===== config.mk =====
export PLATFORM = sky130hd
export DESIGN_NAME = rsi_fifo
export DESIGN_NICKNAME = d
export VERILOG_FILES = /design/src/rtl/rsi_pkg.sv /design/src/rtl/rsi_fifo.sv
export SDC_FILE = /design/constraint.sdc
export NUM_CORES = 2
export LEC_CHECK = 0
export BUFFER_PORTS_ARGS = -buffer_cell sky130_fd_sc_hd__buf_2
export CAP_MARGIN = 20
export CORE_ASPECT_RATIO = 1.2
export CORE_MARGIN = 2
export CORE_UTILIZATION = 25
export DETAILED_ROUTE_END_ITERATION = 10
export GPL_ROUTABILITY_DRIVEN = 0
export PLACE_DENSITY_LB_ADDON = 0.05
export SETUP_SLACK_MARGIN = 0.02
export SLEW_MARGIN = 20
export SYNTH_ARGS = -nofsm -noshare
export SYNTH_HDL_FRONTEND = slang
export SYNTH_SLANG_ARGS = --single-unit

===== constraint.sdc =====
create_clock -name clk -period 39.8 [get_ports clk]
set_input_delay 1.99 -clock clk [delete_from_list [all_inputs] [get_ports clk]]
set_output_delay 1.99 -clock clk [all_outputs]
set_load 0.01 [all_outputs]

===== src/rtl/rsi_pkg.sv =====
// ----------------------------------------------------------------------------
// rsi_pkg: shared types, constants and functions of the ray/segment test
// Fixed-point widths, the sine polynomial coefficients, the beat handed
// from the front to the back through the queue, and one divider step.
// ----------------------------------------------------------------------------
package rsi_pkg;

    localparam int COORD_W      = 24;
    localparam int HEADING_BITS = 12;
    localparam int HEAD_W       = 12;
    localparam int CFG_W        = 24;
    localparam int CFG_IDX_W    = 2;
    localparam int DIR_W        = 16;
    localparam int DIFF_W       = 25;
    localparam int DET_W        = 41;
    localparam int UN_W         = 51;
    localparam int MAG_W        = 40;
    localparam int REM_W        = 42;
    localparam int FIFO_DEPTH   = 16;
    localparam int FIFO_AW      = 4;
    localparam int SINE_SHIFT   = 16 - (HEADING_BITS - 2);

    localparam int SIN_C1  = 102944;
    localparam int SIN_C3  = 42334;
    localparam int SIN_C5  = 5223;
    localparam int SIN_C7  = 307;
    localparam int DIR_ONE = 16384;

    localparam logic signed [26:0] PT_MAX = 27'sd8388607;
    localparam logic signed [26:0] PT_MIN = -27'sd8388608;

    typedef enum logic [CFG_IDX_W-1:0] {
        CFG_ORIGIN_X = 2'd0,
        CFG_ORIGIN_Y = 2'd1,
        CFG_HEADING  = 2'd2
    } cfg_idx_t;

    typedef enum logic [1:0] {
        QUAD_0 = 2'd0,
        QUAD_1 = 2'd1,
        QUAD_2 = 2'd2,
        QUAD_3 = 2'd3
    } quad_t;

    // one classified segment, waiting for the divider
    typedef struct packed {
        logic                      hit;
        logic signed [COORD_W-1:0] x1;
        logic signed [COORD_W-1:0] y1;
        logic [DIFF_W-1:0]         ax;
        logic [DIFF_W-1:0]         ay;
        logic                      negx;
        logic                      negy;
        logic [MAG_W-1:0]          b;
        logic [MAG_W-1:0]          c;
    } qitem_t;

    typedef struct packed {
        logic [MAG_W-1:0] r;
        logic [1:0]       inc;
    } dstep_t;

    // one bit of floor(a*b/c) with b < c: remainder stays below c
    function automatic dstep_t div_step(input logic [MAG_W-1:0] r,
                                        input logic             bit_in,
                                        input logic [MAG_W-1:0] b,
                                        input logic [MAG_W-1:0] c);
        logic [REM_W-1:0] t;
        logic [REM_W-1:0] c1;
        logic [REM_W-1:0] c2;
        dstep_t           res;
        c1 = {2'b00, c};
        c2 = {1'b0, c, 1'b0};
        t  = {1'b0, r, 1'b0} + (bit_in ? {2'b00, b} : {REM_W{1'b0}});
        priority if (t >= c2)
        begin
            res.r   = MAG_W'(t - c2);
            res.inc = 2'd2;
        end
        else if (t >= c1)
        begin
            res.r   = MAG_W'(t - c1);
            res.inc = 2'd1;
        end
        else
        begin
            res.r   = MAG_W'(t);
            res.inc = 2'd0;
        end
        return res;
    endfunction

endpackage


===== src/rtl/rsi_fifo.sv =====
// ----------------------------------------------------------------------------
// rsi_fifo: queue between front and back
// Sixteen-entry first-in first-out buffer of classified segments, with the
// head beat prefetched into an output register.
// ----------------------------------------------------------------------------
module rsi_fifo
    import rsi_pkg::*;
(
    input  logic   clk,
    input  logic   rst_n,
    input  logic   push,
    input  qitem_t wdata,
    input  logic   pop,
    output qitem_t rdata,
    output logic   empty
);

    qitem_t mem [FIFO_DEPTH];
    qitem_t rdata_reg;
    logic [FIFO_AW-1:0] wptr_reg, rptr_reg;
    logic [FIFO_AW:0]   count_reg, count_next;
    logic               rvalid_reg;
    logic               load;

    // refill the head register when it is free or being taken
    assign load       = (count_reg != '0) && (!rvalid_reg || pop);
    assign count_next = count_reg + (FIFO_AW+1)'(push) - (FIFO_AW+1)'(load);

    always_ff @(posedge clk or negedge rst_n)
    begin
        if (!rst_n)
        begin
            wptr_reg   <= '0;
            rptr_reg   <= '0;
            count_reg  <= '0;
            rvalid_reg <= 1'b0;
        end
        else
        begin
            if (push)
            begin
                wptr_reg <= wptr_reg + 1'b1;
            end
            if (load)
            begin
                rptr_reg <= rptr_reg + 1'b1;
            end
            if (load)
            begin
                rvalid_reg <= 1'b1;
            end
            else if (pop)
            begin
                rvalid_reg <= 1'b0;
            end
            count_reg <= count_next;
        end
    end

    always_ff @(posedge clk)
    begin
        if (push)
        begin
            mem[wptr_reg] <= wdata;
        end
        if (load)
        begin
            rdata_reg <= mem[rptr_reg];
        end
    end

    assign rdata = rdata_reg;
    assign empty = !rvalid_reg;

    a_no_overflow: assert property (@(posedge clk) disable iff (!rst_n)
        !(push && !load && count_reg == (FIFO_AW+1)'(FIFO_DEPTH)))
        else $error("queue written while full");

    a_pop_has_head: assert property (@(posedge clk) disable iff (!rst_n)
        pop |-> rvalid_reg)
        else $error("queue popped while empty");

endmodule


Word-level counts from Yosys, hierarchy flattened
Memories as Yosys holds them, arrays and structs flattened. A register that Yosys moved wholly into a read port is not among the register bits.
Index checks and enable logic that the tools add are counted.
- bits in registers: 14
- RAM bits: 2896
- bits of input ports: 185
- output and inout port bits: 182
- logic and storage cells: 18
- memories kept: 1
- memories (name ; words ; width ; read ports ; clocked after memory_dff ; write ports ; line ; text):
    mem ; 16 ; 181 ; 1 ; 1 ; 1 ; rsi_fifo.sv:18 ; qitem_t mem [FIFO_DEPTH];
- add/sub/neg operators: 4
- multiplexer cells: 4
- reduce and logical (&&, ||, !) cells: 5
- operator list (kind ; count):
    4-bit by 1-bit adder with 4-bit output (second input constant) ; 2
    5-bit by 1-bit adder with 5-bit output ; 1
    5-bit nonzero test ; 1
    5-bit by 1-bit subtractor with 5-bit output ; 1
    1-bit 2-to-1 mux ; 4
    2-bit nonzero test ; 1
    1-bit logical AND ; 1
    1-bit logical NOT ; 1
    1-bit logical OR ; 1

Longest topological paths before layout
- depth in word-level cells: 4
- mapped depth: 12
- depth with buffers taken out: 12

Worst setup path after synthesis
OpenSTA, ideal clock, no wires.
- path kind: input-to-reg
- start point: input port push
- end point: memory mem[3][0] in the netlist's numbering (enable)
- library setup time: 0.943 ns
- arrival time: 14.593 ns
- required time: 38.857 ns
- slack: 24.263 ns
- stages: 3
- buffers on the path: 1
- cell sequence: clkbuf_1 -> nand2_1 -> nor3_1
- word-level cells in the longest chain between the ends: 2
- ends and longest elaborated chain (element ; line ; text):
    start: declaration ; rsi_fifo.sv:11 ; input logic push,
    1-bit 2-to-1 mux ; rsi_fifo.sv:62 ; if (push)
    1-bit 2-to-1 mux (implied by the code) ; rsi_fifo.sv:64 ; mem[wptr_reg] <= wdata;
    end: declaration ; rsi_fifo.sv:18 ;
No other way between the ends.

==> summary.md <==
| Metric | Value |
|---|---|
| Share of post-route cells with drive strength above 1 | `0.2964` |
| Area of the die | `roughly 0.46 sq mm` |
| Overall overflow remaining after global route | `0` |
| Number of H-tree levels | `5` |
| Max_slew headroom | `0.2541` |
| Area occupied by multi-input gates | `0.02093 sq mm` |
| Clock net sink count | `3,091` |
| Portion of the post-synthesis area used by sequential elements | `0.8082` |
| Period utilisation layout | `0.1434` |
| Final wirelength | `358,500 um` |
| Wire per inst | `30.29 um` |
| Syn-to-layout area delta | `18.40%` |
| Mapped Avg Cell Area | `23.39 sq um` |
| Endpoint required time on the critical path | `40.49 ns` |
| Detailed Route Iter0 Violations | `roughly 3,800` |
| Setup total negative slack | `0 ns` |
| Final setup violating endpoints | `0` |
| Number of synthesized flops with an enable pin | `about 3,100` |
| Core Box Area | `0.4571 sq mm` |
| Clock period minus worst slack | `5.709 ns` |
| Critical Path Sink Type | `flop` |
| Maximum capacitance violations | `0` |
| HP Class | `reg -> reg` |
| CTS tree | `built` |
| Max VDD drop | `53.79 uV` |
| Total number of vias | `53,410` |
| Cts hold-fix bufs | `0` |
| DPL Wire Length | `185,800 um` |
| Final Hold Vio Count | `0` |
| Resized Gates After CTS | `0` |
| Sequential Area | `0.09276 sq mm` |
| Tightest hold margin | `0.5718 ns` |
| Port Buffer Count | `366` |
| Number of buffers added by the clock tree synthesis step | `between 300 and 400` |
| Library cells used by synthesis | `32` |
| Net count of the finished layout | `about 5,700` |
| Async set-reset flop share out of synthesis | `0.004529` |
| Standard-cell rows | `272` |
| Max clock buf depth | `4` |
| Number of warnings reported in the yosys synthesis log | `0` |
| Kind of launch point of the worst setup path | `flop` |
| Clock Skew | `0.03233 ns` |
| Synthesized flop and latch total | `3,091` |
| Post-route setup slack | `34.09 ns` |
| Slew at the pin closest to its max-slew limit | `1.115 ns` |
| I/O pin cnt | `roughly 370` |
| Cells after Synth | `about 4,900` |
| Global router's overall resource usage | `0.1519` |
| Cell chosen for the clock root | `clkbuf_16` |
| Initial standard-cell utilization of the core | `0.2511` |
| Die Span Y | `746.2 um` |
| Power density over the cells | `74.94 mW/mm^2` |
| Leakage | `43.04 nW` |
| Post-CTS Setup Inserts | `0` |
| Highest clock frequency the design can meet | `175.2 MHz` |
| Most frequently used flop master after synthesis | `edfxtp_1` |
| Clock latency reported for the late side of the worst-skew pair | `approximately 0.95 ns` |
| Number of antenna violations at the first check in global routing | `around 100` |
| Global-route wire length before repair | `between 400,000 and 500,000 um` |
| Worst setup slack after placement | `33.51 ns` |
| Maximum fanout along the worst path | `a little over 50` |
| Pin count of the biggest net entering global routing | `133` |
| CP Class | `reg -> reg` |
| Largest register FFs | `a little under 3,000` |
| Vias in the first global route | `58,080` |
| Total iterations of the first detailed-routing run | `7` |
| Antenna-violating nets left | `0` |
| Mapped Nets | `5,104` |
| Setup repair after global routing missed its margin | `false` |
| Netlist Area Pre-Place | `approximately 0.11 sq mm` |
| Drc violations | `0` |
| Crit path DAT | `between 6 and 7 ns` |
| Fill cell total of the finished layout | `44,279` |
| Number of pins with negative max-slew slack in the final report | `0` |
| Clock-pin transition on the worst setup and hold timing paths | `0.06 ns` |
| Post-DR vias/cell | `4.513` |
| Die outline width | `622.5 um` |
| Run status | `finished clean` |
cells in the mapped netlist (4+ instances only):
master    instances  area (sq um)
edfxtp_1       3077         92400
mux4_2          604         13600
a22oi_1         274          2057
mux2i_1         156          1562
nand2_1         137         514.2
clkbuf_1        128         480.5
mux2_2           85         957.2
buf_2            81         405.4
o22ai_1          64         400.4
a21o_1           43         322.8
a221oi_1         42         367.9
a22o_1           42         367.9
buf_4            29         217.7
nor2_1           28         105.1
buf_1            24         90.09
nand3_1          19         95.09
dfrtp_1          14         350.3
ha_1             11         137.6
inv_1            10         37.54
nor2b_1           6         37.54
xnor2_1           6         52.55
nand2b_1          4         25.02
nor3_1            4         20.02
xor2_1            4         35.03
metal layers:
metal  GRT usage  wire length (um)
met1      0.1987            154700
met2      0.2608            179500
met3     0.02911             16840
met4     0.03262              7098
met5           0               331
logic make-up after synthesis:
logic type               count (synthesis)  synth area share
multiplexers                           845            0.1405
adder cells (fa/ha/maj)                 12          0.001374
AND/OR/NAND/NOR                        204          0.007294
buffers and inverters                  275           0.01102
flip-flops                            3091            0.8082
AO/OA/AOI/OAI                          470           0.03085
XOR/XNOR                                10         0.0007632
report_power, final:
part / internal, mW / switching (mW)
sequential: 4.07 / 0.186
clock: 1.92 / 1.36
combinational: 1.02 / 1.63
total: 7.01 / 3.18
path summary, 6_finish.rpt:
| path | startpoint | to | cells after the start | slack, ns |
|---|---|---|---|---|
| max | rptr_reg[0]$_DFFE_PN0P_ | rdata[44]$_DFFE_PP_ | 7 | 34.09 |
| min | count_reg[0]$_DFF_PN0_ | rvalid_reg$_DFFE_PN0P_ | 2 | 0.57 |
| max reg2reg | rptr_reg[0]$_DFFE_PN0P_ | rdata[44]$_DFFE_PP_ | 7 | 34.09 |
| min reg2reg | count_reg[0]$_DFF_PN0_ | rvalid_reg$_DFFE_PN0P_ | 2 | 0.57 |
| max in group asynchronous | rst_n | rptr_reg[1]$_DFFE_PN0P_ | 1 | 38.29 |
| min in group asynchronous | rst_n | count_reg[0]$_DFF_PN0_ | 1 | 1.04 |
cell type report:
class | count | share of cell area
flip-flops and latches | 3091 | 0.6827
multi-input cells | 1541 | 0.1541
clock buffers | 445 | 0.06912
well taps | 6028 | 0.05551
repair buffers | 503 | 0.02255
clock inverters | 200 | 0.01545
diodes | 17 | 0.0003131
inverters | 10 | 0.0002763
cell usage in the layout (no fill, tap or decap), types with 19 or more instances in the layout:
cell type     n
bufinv_16    38
o22ai_1      64
buf_2       366
mux4_2      604
a22o_1       42
edfxtp_1   3077
clkinv_2     60
clkbuf_1     82
buf_4       120
clkinv_1     73
a22oi_1     274
nand3_1      19
mux2i_1     156
a21o_1       43
clkbuf_16   363
nand2_1     136
mux2_2       85
a221oi_1     42
worst max-delay path: stages (launching register included):
cell	delay (ns)
dfrtp_4	1.02
buf_4	0.86
buf_4	0.76
buf_4	0.78
buf_4	0.78
mux4_2	0.60
a22o_1	0.25
a21o_1	0.15
per-stage QoR:
step                instance area [sq um]  utilization  total power, mW  instances
floorplan                          114800            -            5.982       4907
CTS                                135800       0.2971            10.48      11817
finish                             135900       0.2973            10.18      11835
global route                       135800       0.2972            10.71      11823
detailed placement                 124300       0.2720            7.126      11172
global placement                   124300       0.2720            7.134      11172
No activity file was read; power rests on OpenSTA's default activity.
